==> config.mk <==
export PLATFORM = sky130hd
export DESIGN_NAME = adc_pi_loop_and_dac_sweep
export DESIGN_NICKNAME = d
export VERILOG_FILES = /design/src/rtl/core/apdac_pkg.sv /design/src/rtl/core/adc_pi_loop_and_dac_sweep.sv /design/src/rtl/core/apdac_fifo.sv /design/src/rtl/core/apdac_front.sv /design/src/rtl/core/apdac_back.sv
export SDC_FILE = /design/constraint.sdc
export NUM_CORES = 1
export LEC_CHECK = 0
export BUFFER_PORTS_ARGS = -buffer_cell sky130_fd_sc_hd__buf_2
export CAP_MARGIN = 40
export CORE_MARGIN = 10
export CORE_UTILIZATION = 36
export DETAILED_ROUTE_END_ITERATION = 8
export SLEW_MARGIN = 20
export SYNTH_ARGS = -nofsm -noshare
export SYNTH_HDL_FRONTEND = slang
export SYNTH_SLANG_ARGS = --single-unit
==> constraint.sdc <==
create_clock -name clk_i -period 7.8 [get_ports clk_i]
set_input_delay 0.78 -clock clk_i [delete_from_list [all_inputs] [get_ports clk_i]]
set_output_delay 0.78 -clock clk_i [all_outputs]
set_load 0.02 [all_outputs]
==> src/rtl/core/apdac_pkg.sv <==
package apdac_pkg;

  // Defaults for the top-level parameters.
  localparam int unsigned PwmBitsDefault = 7;
  localparam int unsigned AvgBitsDefault = 0;

  // Queue depths (powers of two, at least 2).
  localparam int unsigned CmdDepth = 2;
  localparam int unsigned ResDepth = 4;

  // Warm-up tick counter saturates well above the thresholds it is compared with.
  localparam int unsigned WarmBits    = 3;
  localparam logic [WarmBits-1:0] WarmCtrlMin = 3'd3;
  localparam logic [WarmBits-1:0] WarmAvgMin  = 3'd4;

  // Request codes of the input word.
  localparam logic ReqByte = 1'b0;
  localparam logic ReqTick = 1'b1;

  // Configuration register indexes.
  localparam logic CfgControlEnable = 1'b0;
  localparam logic CfgSetpoint      = 1'b1;

  // Reset values and the sample offset.
  localparam logic [15:0] SetpointReset = 16'd9930;
  localparam logic [15:0] DriveReset    = 16'd50;
  localparam logic [15:0] SampleOffset  = 16'h8000;

  typedef struct packed {
    logic       req_type;
    logic [7:0] rx_byte;
  } item_t;

  typedef struct packed {
    logic [7:0] uart_byte;
    logic       drive_update;
    logic [7:0] r2r_out;
    logic [6:0] pwm_out;
    logic       sweep_done;
    logic       last;
  } res_t;

  typedef enum logic {
    CMD_CTRL = 1'b0,
    CMD_AVG  = 1'b1
  } cmd_kind_e;

  typedef struct packed {
    cmd_kind_e   kind;
    logic [15:0] sample;
  } cmd_t;

endpackage

==> src/rtl/core/adc_pi_loop_and_dac_sweep.sv <==
// PI control loop and DAC calibration sweep fed by converter bytes.
// Input channel: push/full. Each word is a timer tick or one converter byte;
// two bytes (high first) form a sample. A word is taken on a clock edge with
// push high and full low. Ticks and high bytes only update front-end registers.
// Result channel: empty/pop. The oldest result word sits on res_o while empty
// is low and leaves on an edge with pop high. A control sample yields two
// words, a completed average yields four, and last marks the final word.
// A sample goes through the command queue, burst registers and result queue.
// The back end emits one word per cycle while the result queue has room, and
// takes the next command as a burst's last word goes out. With a two-entry
// command queue and a four-entry result queue, input flows while the output
// stalls until both queues fill; full then rises until pop drains them.
// Configuration: cfg_valid_i/cfg_ready_o with cfg_index_i and cfg_data_i;
// ready is always high. Index 0 selects control mode, index 1 the setpoint.
// Reset sets the control state but not queue storage or burst bytes: drive
// starts at 50, setpoint at 9930, control mode enabled, both queues empty.
module adc_pi_loop_and_dac_sweep #(
  parameter int unsigned PWM_BITS = apdac_pkg::PwmBitsDefault,
  parameter int unsigned AVG_BITS = apdac_pkg::AvgBitsDefault
) (
  input  logic             clk_i,
  input  logic             rst_ni,
  input  logic             push,
  output logic             full,
  input  apdac_pkg::item_t item_i,
  output logic             empty,
  input  logic             pop,
  output apdac_pkg::res_t  res_o,
  input  logic             cfg_valid_i,
  output logic             cfg_ready_o,
  input  logic             cfg_index_i,
  input  logic [15:0]      cfg_data_i
);

  logic        control_enable_q, control_enable_d;
  logic [15:0] setpoint_q, setpoint_d;

  logic            cmd_push;
  apdac_pkg::cmd_t cmd_wr;
  apdac_pkg::cmd_t cmd_rd;
  logic            cmd_full;
  logic            cmd_empty;
  logic            cmd_pop;

  logic            res_push;
  apdac_pkg::res_t res_wr;
  logic            res_full;

  // Config registers; the user writes only while the block is idle, unchecked.
  assign cfg_ready_o = 1'b1;

  always_comb begin
    control_enable_d = control_enable_q;
    setpoint_d       = setpoint_q;
    if (cfg_valid_i) begin
      unique case (cfg_index_i)
        apdac_pkg::CfgControlEnable: control_enable_d = cfg_data_i[0];
        apdac_pkg::CfgSetpoint:      setpoint_d       = cfg_data_i;
        default:                     control_enable_d = control_enable_q;
      endcase
    end
  end

  always_ff @(posedge clk_i or negedge rst_ni) begin
    if (!rst_ni) begin
      control_enable_q <= 1'b1;
      setpoint_q       <= apdac_pkg::SetpointReset;
    end else begin
      control_enable_q <= control_enable_d;
      setpoint_q       <= setpoint_d;
    end
  end

  // Front end: byte pairing, warm-up count and mode selection.
  apdac_front u_front (
    .clk_i            (clk_i),
    .rst_ni           (rst_ni),
    .push_i           (push),
    .item_i           (item_i),
    .full_o           (full),
    .control_enable_i (control_enable_q),
    .cmd_push_o       (cmd_push),
    .cmd_o            (cmd_wr),
    .cmd_full_i       (cmd_full)
  );

  // Command queue between the two halves.
  apdac_fifo #(
    .WIDTH ($bits(apdac_pkg::cmd_t)),
    .DEPTH (apdac_pkg::CmdDepth)
  ) u_cmd_fifo (
    .clk_i   (clk_i),
    .rst_ni  (rst_ni),
    .push_i  (cmd_push),
    .wdata_i (cmd_wr),
    .full_o  (cmd_full),
    .pop_i   (cmd_pop),
    .rdata_o (cmd_rd),
    .empty_o (cmd_empty)
  );

  // Back end: PI step or averaging sweep, then the word burst.
  apdac_back #(
    .PWM_BITS (PWM_BITS),
    .AVG_BITS (AVG_BITS)
  ) u_back (
    .clk_i       (clk_i),
    .rst_ni      (rst_ni),
    .setpoint_i  (setpoint_q),
    .cmd_valid_i (!cmd_empty),
    .cmd_i       (cmd_rd),
    .cmd_pop_o   (cmd_pop),
    .out_full_i  (res_full),
    .out_push_o  (res_push),
    .out_o       (res_wr)
  );

  // Result queue that decouples the back end from the receiver.
  apdac_fifo #(
    .WIDTH ($bits(apdac_pkg::res_t)),
    .DEPTH (apdac_pkg::ResDepth)
  ) u_res_fifo (
    .clk_i   (clk_i),
    .rst_ni  (rst_ni),
    .push_i  (res_push),
    .wdata_i (res_wr),
    .full_o  (res_full),
    .pop_i   (pop),
    .rdata_o (res_o),
    .empty_o (empty)
  );

endmodule

==> src/rtl/core/apdac_fifo.sv <==
module apdac_fifo #(
  parameter int unsigned WIDTH = $bits(apdac_pkg::res_t),
  parameter int unsigned DEPTH = apdac_pkg::ResDepth
) (
  input  logic             clk_i,
  input  logic             rst_ni,
  input  logic             push_i,
  input  logic [WIDTH-1:0] wdata_i,
  output logic             full_o,
  input  logic             pop_i,
  output logic [WIDTH-1:0] rdata_o,
  output logic             empty_o
);

  localparam int unsigned AW = $clog2(DEPTH);

  logic [WIDTH-1:0] mem_q [DEPTH];
  logic [AW:0]      wr_q, wr_d;
  logic [AW:0]      rd_q, rd_d;

  assign empty_o = (wr_q == rd_q);
  assign full_o  = (wr_q[AW] != rd_q[AW]) && (wr_q[AW-1:0] == rd_q[AW-1:0]);
  assign rdata_o = mem_q[rd_q[AW-1:0]];

  always_comb begin
    wr_d = wr_q;
    rd_d = rd_q;
    if (push_i && !full_o) begin
      wr_d = wr_q + (AW+1)'(1);
    end
    if (pop_i && !empty_o) begin
      rd_d = rd_q + (AW+1)'(1);
    end
  end

  always_ff @(posedge clk_i or negedge rst_ni) begin
    if (!rst_ni) begin
      wr_q <= '0;
      rd_q <= '0;
    end else begin
      wr_q <= wr_d;
      rd_q <= rd_d;
    end
  end

  always_ff @(posedge clk_i) begin
    if (push_i && !full_o) begin
      mem_q[wr_q[AW-1:0]] <= wdata_i;
    end
  end

endmodule

==> src/rtl/core/apdac_front.sv <==
module apdac_front (
  input  logic                clk_i,
  input  logic                rst_ni,
  input  logic                push_i,
  input  apdac_pkg::item_t    item_i,
  output logic                full_o,
  input  logic                control_enable_i,
  output logic                cmd_push_o,
  output apdac_pkg::cmd_t     cmd_o,
  input  logic                cmd_full_i
);

  logic                             phase_q, phase_d;
  logic [7:0]                       high_q, high_d;
  logic [apdac_pkg::WarmBits-1:0]   warm_q, warm_d;
  logic                             accept;
  logic                             is_ctrl;
  logic                             is_avg;

  assign full_o = cmd_full_i;
  assign accept = push_i && !cmd_full_i;

  assign is_ctrl = control_enable_i && (warm_q > apdac_pkg::WarmCtrlMin);
  assign is_avg  = !is_ctrl && (warm_q > apdac_pkg::WarmAvgMin);

  assign cmd_o.sample = {high_q, item_i.rx_byte} ^ apdac_pkg::SampleOffset;
  assign cmd_o.kind   = is_ctrl ? apdac_pkg::CMD_CTRL : apdac_pkg::CMD_AVG;

  // A low byte completes a sample; it only goes on if one of the modes wants it.
  assign cmd_push_o = accept && (item_i.req_type == apdac_pkg::ReqByte) && phase_q
                      && (is_ctrl || is_avg);

  always_comb begin
    phase_d = phase_q;
    high_d  = high_q;
    warm_d  = warm_q;
    if (accept) begin
      if (item_i.req_type == apdac_pkg::ReqTick) begin
        if (warm_q != '1) begin
          warm_d = warm_q + apdac_pkg::WarmBits'(1);
        end
      end else if (!phase_q) begin
        high_d  = item_i.rx_byte;
        phase_d = 1'b1;
      end else begin
        phase_d = 1'b0;
      end
    end
  end

  always_ff @(posedge clk_i or negedge rst_ni) begin
    if (!rst_ni) begin
      phase_q <= 1'b0;
      high_q  <= '0;
      warm_q  <= '0;
    end else begin
      phase_q <= phase_d;
      high_q  <= high_d;
      warm_q  <= warm_d;
    end
  end

endmodule

==> src/rtl/core/apdac_back.sv <==
module apdac_back #(
  parameter int unsigned PWM_BITS = apdac_pkg::PwmBitsDefault,
  parameter int unsigned AVG_BITS = apdac_pkg::AvgBitsDefault
) (
  input  logic             clk_i,
  input  logic             rst_ni,
  input  logic [15:0]      setpoint_i,
  input  logic             cmd_valid_i,
  input  apdac_pkg::cmd_t  cmd_i,
  output logic             cmd_pop_o,
  input  logic             out_full_i,
  output logic             out_push_o,
  output apdac_pkg::res_t  out_o
);

  localparam int unsigned SumW = 16 + AVG_BITS;
  localparam logic [AVG_BITS:0] AvgFull  = (AVG_BITS+1)'(1 << AVG_BITS);
  localparam logic [15:0]       PwmMask  = 16'((1 << PWM_BITS) - 1);

  // Loop and sweep state.
  logic [15:0]            integral_q, integral_d;
  logic [15:0]            drive_q, drive_d;
  logic [AVG_BITS:0]      count_q, count_d;
  logic signed [SumW-1:0] sum_q, sum_d;
  logic [15:0]            frame_q, frame_d;
  logic [PWM_BITS-1:0]    duty_q, duty_d;
  logic [15:0]            step_q, step_d;

  // Burst of words for the current sample.
  logic [7:0] bytes_q [4];
  logic [7:0] bytes_d [4];
  logic [7:0] r2r_q, r2r_d;
  logic [6:0] pwm_q, pwm_d;
  logic       done_q, done_d;
  logic [2:0] left_q, left_d;
  logic [1:0] idx_q, idx_d;

  logic                   emit;
  logic [15:0]            err;
  logic [15:0]            integ_n;
  logic [15:0]            drive_n;
  logic [15:0]            drive_sh;
  logic [15:0]            drive_pm;
  logic signed [SumW-1:0] s_ext;
  logic signed [SumW-1:0] sum_n;
  logic signed [SumW-1:0] mean_w;
  logic [AVG_BITS:0]      count_n;
  logic                   avg_full;
  logic [PWM_BITS-1:0]    duty_n;
  logic [15:0]            step_n;
  logic [15:0]            duty16;

  assign emit       = (left_q != 3'd0) && !out_full_i;
  assign out_push_o = emit;
  assign cmd_pop_o  = cmd_valid_i && ((left_q == 3'd0) || ((left_q == 3'd1) && emit));

  assign out_o.uart_byte    = bytes_q[idx_q];
  assign out_o.last         = (left_q == 3'd1);
  assign out_o.drive_update = (left_q == 3'd1);
  assign out_o.r2r_out      = (left_q == 3'd1) ? r2r_q : 8'd0;
  assign out_o.pwm_out      = (left_q == 3'd1) ? pwm_q : 7'd0;
  assign out_o.sweep_done   = done_q;

  // PI step, 16-bit wrapping, arithmetic P and I shifts.
  assign err      = setpoint_i - cmd_i.sample;
  assign integ_n  = integral_q + err;
  assign drive_n  = drive_q + 16'($signed(err) >>> 1) + 16'($signed(integ_n) >>> 3);
  assign drive_sh = drive_n >> PWM_BITS;
  assign drive_pm = drive_n & PwmMask;

  // Averaging and sweep advance.
  assign s_ext    = SumW'($signed(cmd_i.sample));
  assign sum_n    = sum_q + s_ext;
  assign mean_w   = sum_n >>> AVG_BITS;
  assign count_n  = count_q + (AVG_BITS+1)'(1);
  assign avg_full = (count_n == AvgFull);
  assign duty_n   = duty_q + PWM_BITS'(1);
  assign step_n   = (duty_q == '1) ? step_q + 16'd1 : step_q;
  assign duty16   = 16'(duty_n);

  always_comb begin
    integral_d = integral_q;
    drive_d    = drive_q;
    count_d    = count_q;
    sum_d      = sum_q;
    frame_d    = frame_q;
    duty_d     = duty_q;
    step_d     = step_q;
    bytes_d    = bytes_q;
    r2r_d      = r2r_q;
    pwm_d      = pwm_q;
    done_d     = done_q;
    left_d     = left_q;
    idx_d      = idx_q;

    if (emit) begin
      left_d = left_q - 3'd1;
      idx_d  = idx_q + 2'd1;
    end

    if (cmd_pop_o) begin
      idx_d = 2'd0;
      unique case (cmd_i.kind)
        apdac_pkg::CMD_CTRL: begin
          integral_d = integ_n;
          drive_d    = drive_n;
          bytes_d[0] = cmd_i.sample[15:8];
          bytes_d[1] = cmd_i.sample[7:0];
          r2r_d      = drive_sh[7:0];
          pwm_d      = drive_pm[6:0];
          done_d     = |step_q[15:8];
          left_d     = 3'd2;
        end
        apdac_pkg::CMD_AVG: begin
          if (avg_full) begin
            count_d    = '0;
            sum_d      = '0;
            frame_d    = frame_q + 16'd1;
            duty_d     = duty_n;
            step_d     = step_n;
            bytes_d[0] = frame_q[15:8];
            bytes_d[1] = frame_q[7:0];
            bytes_d[2] = mean_w[15:8];
            bytes_d[3] = mean_w[7:0];
            r2r_d      = step_n[7:0];
            pwm_d      = duty16[6:0];
            done_d     = |step_n[15:8];
            left_d     = 3'd4;
          end else begin
            count_d = count_n;
            sum_d   = sum_n;
            left_d  = 3'd0;
          end
        end
        default: begin
          left_d = 3'd0;
        end
      endcase
    end
  end

  always_ff @(posedge clk_i or negedge rst_ni) begin
    if (!rst_ni) begin
      integral_q <= '0;
      drive_q    <= apdac_pkg::DriveReset;
      count_q    <= '0;
      sum_q      <= '0;
      frame_q    <= '0;
      duty_q     <= '0;
      step_q     <= '0;
      done_q     <= 1'b0;
      left_q     <= '0;
      idx_q      <= '0;
    end else begin
      integral_q <= integral_d;
      drive_q    <= drive_d;
      count_q    <= count_d;
      sum_q      <= sum_d;
      frame_q    <= frame_d;
      duty_q     <= duty_d;
      step_q     <= step_d;
      done_q     <= done_d;
      left_q     <= left_d;
      idx_q      <= idx_d;
    end
  end

  always_ff @(posedge clk_i) begin
    bytes_q <= bytes_d;
    r2r_q   <= r2r_d;
    pwm_q   <= pwm_d;
  end

endmodule
# After elaboration in Yosys (flattened, before gate mapping)
# Memories as Yosys holds them, arrays and structs flattened.
# Cells that the tools add are included.
# Widths: inputs -> output; s select.
word_totals:
  ff_bits: 163
  latch_bits: 0
  ramBits: 138
  mem_bits_ro: 0
  output_inout_bits: 29
  memories: 2
memory_table:
  columns: ["name", "depth", "width", "read_ports", "rd_clocked_by_memory_dff", "wr", "line_no", "text"]
  rows:
  - ["u_res_fifo.mem_q", 4, 26, 1, 0, 1, "apdac_fifo.sv:17", "logic [WIDTH-1:0] mem_q [DEPTH];"]
  - ["u_cmd_fifo.mem_q", 2, 17, 1, 0, 1, "apdac_fifo.sv:17", null]
classes:
  add_sub_neg: 14
  mul: 0
  n_div: 0
  order_cmp: 3
  n_eq_ne: 9
  n_shift: 0
  mux: 21
  bitwise_logic: 6
  reduce_logical: 34
ops:
  columns: ["cell", "count"]
  rows:
  - ["$add 16x16->16", 3]
  - ["$add 16x1->16 const B", 2]
  - ["$pmux 16 s2", 1]
  - ["$mux 8", 3]
  - ["$bmux 8 s2", 1]
  - ["$mux 16", 1]
  - ["$pmux 8 s2", 1]
  - ["$reduce_or 8->1", 2]
  - ["$sub 16x16->16", 1]
  - ["$logic_and 1x1->1", 15]
  - ["$pmux 7 s2", 1]
  - ["$reduce_and 2->1", 5]
  - ["$add 3x1->3 const B", 3]
  - ["$add 7x1->7 const B", 1]
  - ["$eq 7x7->1 const B", 1]
  - ["$mux 7", 1]
  - ["$add 2x1->2 const B", 3]
  - ["$mux 1", 6]
  - ["$mux 3", 2]
  - ["$pmux 3 s2", 1]
  - ["$reduce_and 3->1", 2]
  - ["$logic_not 1->1", 5]
  - ["$not 1->1", 5]
  - ["$eq 2x2->1", 2]
  - ["16 further kinds", 19]

# Logic depth before layout (Yosys ltp)
logic_depth:
  depth_word: 10
  mapped_depth: 31
  mapped_depth_nobuf: 29

# By module
# Synthesis repeated with hierarchy kept, for this count alone.
unflattened:
  cells_unflattened: 1154
  hier_area_um2: 14956.8
by_module_without_submodules:
  columns: ["module", "n_inst", "cells_per_inst", "area_per_inst_um2"]
  rows:
  - ["apdac_back", 1, 792, 7805.0]
  - ["apdac_fifo at u_res_fifo", 1, 184, 4225.3]
  - ["apdac_fifo at u_cmd_fifo", 1, 81, 1505.2]
  - ["adc_pi_loop_and_dac_sweep", 1, 40, 716.9]
  - ["apdac_front", 1, 57, 704.4]

# Least setup slack after synthesis
# Ideal clock, no wire load.
synth_path:
  path_kind: "reg2reg"
  from: "register u_cmd_fifo.rd_q[0]"
  to: "register u_back.r2r_q[7], data pin"
  setup_ps: 266
  arrival_time_ps: 6086
  setup_slack_ps: 1448
  path_stages_with_launch: 30
  n_path_buf: 3
  synth_period_minus_slack_ps: 6352
  cell_sequence: "dfrtp_1 buf_4 buf_1 mux2i_1 fa_1 a21o_1 a21oi_1 o21bai_1 a21oi_1 o21bai_1 a21oi_1 xnor2_1 ha_1 o311ai_0 o32ai_1 a41o_1 nand2_1 and3_1 nor2_1 fa_1 ha_1 clkbuf_1 a21o_1 a21o_1 a22o_1 a211oi_1 nor2b_1 xor3_1 xnor2_1 o21ai_1"
synth_via:
  elab_chain_cells: 5
synth_lines:
  columns: ["element", "line_no", "text"]
  rows:
  - ["from (decl)", "apdac_fifo.sv:19", "logic [AW:0] rd_q, rd_d;"]
  - ["from (signal assigned)", "apdac_fifo.sv:42", "rd_q <= rd_d;"]
  - ["$mem_v2 2x17", null, null]
  - ["$sub 16x16->16", "apdac_back.sv:65", "assign err = setpoint_i - cmd_i.sample;"]
  - ["$add 16x16->16", "apdac_back.sv:66", "assign integ_n = integral_q + err;"]
  - ["net u_back.integ_n[11]", "apdac_back.sv:40", "logic [15:0] integ_n;"]
  - ["$add 16x16->16", "apdac_back.sv:67", "assign drive_n = drive_q + 16'($signed(err) >>> 1) + 16'($signed(integ_n) >>> 3);"]
  - ["$pmux 8 s2", "apdac_back.sv:103", "unique case (cmd_i.kind)"]
  - ["to (signal assigned)", "apdac_back.sv:170", "r2r_q <= r2r_d;"]
  - ["to (decl)", "apdac_back.sv:32", "logic [7:0] r2r_q, r2r_d;"]
# The timed path passes the listed nets, and every way through them passes these cells.
# A chain may end at the register's enable or synchronous reset.

==> flow_summary.yaml <==
status:
  status: "completed"
cts:
  clock_latency_ns: 0.56
  cts_setup_buffers: 0
  hold_buffers: 0
  clk_pin_slew_ns: 0.06
  tritoncts: "built"
  cts_sinks: 296
  ctsHtreeMaxLevel: 1
  clockBufferDepth: 3
  numCtsBuffers: 31
  post_cts_resized: 0
  cts_root_buffer: "clkbuf_16"
placement:
  numPortBuffers: 58
  dp_hpwl_mm: 20.96
  place.gp.congestion: 0.8771
critical_path:
  r2r_start: "u_cmd_fifo.rd_q[0]"
  crit_fanout: 15
  r2r-end: "u_back.r2r_q[7]"
  required_ns: 8.10
  startpoint_type: "flop"
  reg2reg_slack_ns: 0.89
  endpoint_kind: "flop"
  path_class: "reg -> reg"
  cp.arrival_ns: 7.20
  ff2ff_path_depth: 29
  crit_slowest_cell: "dfrtp_1"
  max_stage_delay_ns: 0.79
grt:
  grt_pass1_vias: 8500
  grt_pass1_wl_mm: 47.20
  antenna_found_initial: 0
  grt_max_degree: 60
  grtUsageTotal: 0.1221
  grt-ovfl-total: 0
logic_synthesis:
  synth_seq_cells: 296
  synth_edf_count: 181
  synth-main-ff-cell: "edfxtp_1"
  yosysSeqAreaShare: 0.5819
  syn_area_per_cell_um2: 13.26
  synthesis.nets: 1187
  ys_types: 58
  synth_cells: 1079
  yosysWarningCount: 0
  yosys.area.top_type: "edfxtp_1"
  synth_top_area_frac: 0.3798
  ys_async_sr_fraction: 0.3885
  ys_top_cells_by_area: "edfxtp_1 (38%), dfrtp_1 (18%), ha_1 (5.2%), mux4_2 (5.2%), xnor2_1 (4.0%)"
  syn_area_um2: 14310
routing:
  drtPass1Iterations: 5
  drt-initial-drc-count: 577
  wl_per_cell_um: 17.20
  via_count: 8376
  drtAntennaViolNets: 0
  via_per_inst: 4.933
  wl_mm: 29.20
  drc: 0
timing:
  fin_skew_ns: 0.01259
  hold_violations: 0
  slew_viol_final: 0
  fin_crit_sh: 0.8857
  tightest_slew_ns: 0.7538
  slew_headroom: 0.4831
  fin_tns_setup_ns: 0
  max_freq_mhz: 144.7
  rsz0062_at_grt: "no"
  timing.final.crit_period_ns: 6.909
  setup_viol: 0
floorplanning:
  std_cell_rows: 72
  fp.dieH_um: 219.4
  initial_utilization: 0.3669
  fp.dieW_um: 219.4
  io_pins: 60
  coreArea_um2: 39010
  die-area_um2: 48130
final_layout:
  drive_gt1_frac: 0.1814
  n_antenna_cell: 0
  multiInputGateArea_um2: 5694
  nets: 1263
  seq_area_um2: 8328
  n_fill_cell: 3582
  area_growth_pct: 14.20
worst_hold_path:
  hp-class: "in -> async"
job:
  drv_cap: 0
[cell type report]
type | instances | area share
flip-flops and latches | 296 | 0.5096
well taps | 518 | 0.03966
clock inverters | 19 | 0.01447
multi-input cells | 708 | 0.3484
repair buffers | 77 | 0.02848
clock buffers | 39 | 0.04992
inverters | 41 | 0.009417
[logic make-up after synthesis]
family / after synthesis / share of synthesized area
AOI/OAI and AO/OA: 143 / 0.06191
DFF: 296 / 0.5819
buffers and inverters: 75 / 0.02098
adders and majority gates: 77 / 0.07624
and+or+nand+nor: 286 / 0.09452
muxes: 90 / 0.09522
other: 1 / 0.0002621
xor gates and xnor gates: 111 / 0.06899
[per-layer routing]
metal	global-route usage	vias to the layer above	share of wire
met5	0	-	0
met4	0.02275	0	0.017
met3	0.02503	39	0.047
met2	0.1862	159	0.44
met1	0.1771	4125	0.49
li1	-	4053	-
[sequential cells by signal, indices dropped and copies added, names as in the netlist]
signal / flops
setpoint_q: 16
u_res_fifo.mem_q: 100
u_back.r2r_q: 8
u_back.integral_q: 16
control_enable_q: 1
u_res_fifo.rd_q: 3
u_back.bytes_q: 32
u_front.high_q: 8
u_back.idx_q: 2
u_front.phase_q: 1
u_back.done_q: 1
u_cmd_fifo.wr_q: 2
u_back.frame_q: 16
u_front.warm_q: 3
u_back.pwm_q: 7
u_back.duty_q: 7
u_cmd_fifo.rd_q: 2
u_back.drive_q: 15
u_back.left_q: 3
u_back.step_q: 16
u_res_fifo.wr_q: 3
u_cmd_fifo.mem_q: 34
[worst max-delay path: cells and delay by family (launching register included)]
kind / cells / cell delay, ns
xor gates and xnor gates: 3 / 0.71
and+or+nand+nor: 6 / 0.65
AOI/OAI and AO/OA: 13 / 2.41
adders and majority gates: 5 / 1.69
muxes: 1 / 0.31
DFF: 1 / 0.79
buffers and inverters: 1 / 0.06
[worst max path at each step]
stage / endpoint / cells past startpoint / slack [ns] / startpoint
finish: u_back.r2r_q[7] / 29 / 0.89 / u_cmd_fifo.rd_q[0]
global route: u_back.r2r_q[7] / 28 / 0.33 / u_cmd_fifo.rd_q[0]
CTS: u_back.r2r_q[7] / 28 / 0.91 / u_cmd_fifo.rd_q[0]
detailed placement: u_back.r2r_q[7] / 28 / 0.91 / u_cmd_fifo.rd_q[0]
global placement: u_back.r2r_q[7] / 28 / 1.13 / u_cmd_fifo.rd_q[0]
floorplan: u_back.r2r_q[7] / 29 / 1.45 / u_cmd_fifo.rd_q[0]
[Yosys cell counts (all sizes together) (11+ instances only)]
library cell,number
fa,17
buf,13
nand4,11
and2,21
mux2,39
nand3,20
and3,18
mux4,33
o21ai,55
mux2i,18
nor3,14
clkbuf,21
a21oi,31
nand2,130
nor2,42
edfxtp,181
xor2,45
ha,60
dfrtp,104
dfstp,11
inv,41
xnor2,65
a21o,13
[placed cells by master, fill, tap and decap left out, drive strengths merged, types with 3 or more instances in the layout]
cell        n
or3         6
or4         3
nor3       14
buf        77
nor2       42
clkbuf     39
mux2       39
xor2       45
nand2b      6
xnor2      65
and2       21
mux2i      18
o21a        6
inv        45
o211ai      4
clkinvlp    3
bufinv      5
a31oi       5
a211o       5
a21oi      31
mux4       33
nand2     130
and3       18
o21ai      55
nand3      20
edfxtp    181
dfrtp     104
fa         17
nor2b       9
o21bai      4
ha         60
a21o       13
a311oi      3
nand4      11
dfstp      11
clkinv      7
a211oi      4
[metrics by stage]
| stage | std cells | hold WS [ns] | setup WS (ns) | util | instance area, um^2 |
|---|---|---|---|---|---|
| 2_1_floorplan | 1079 | 0.4382 | 1.448 | - | 14310 |
| 3_3_place_gp | 1637 | 0.4477 | 1.125 | 0.3906 | 15240 |
| 3_5_place_dp | 1640 | 0.4592 | 0.9084 | 0.3920 | 15290 |
| 4_1_cts | 1698 | 0.2517 | 0.9088 | 0.4189 | 16340 |
| 5_1_grt | 1698 | 0.2761 | 0.3259 | 0.4189 | 16340 |
| 6_report | 1698 | 0.2393 | 0.8915 | 0.4189 | 16340 |
Power is left out: the tool's default activity adds up to more than one toggle a clock period on the data nets, which glitch-free logic cannot reach.
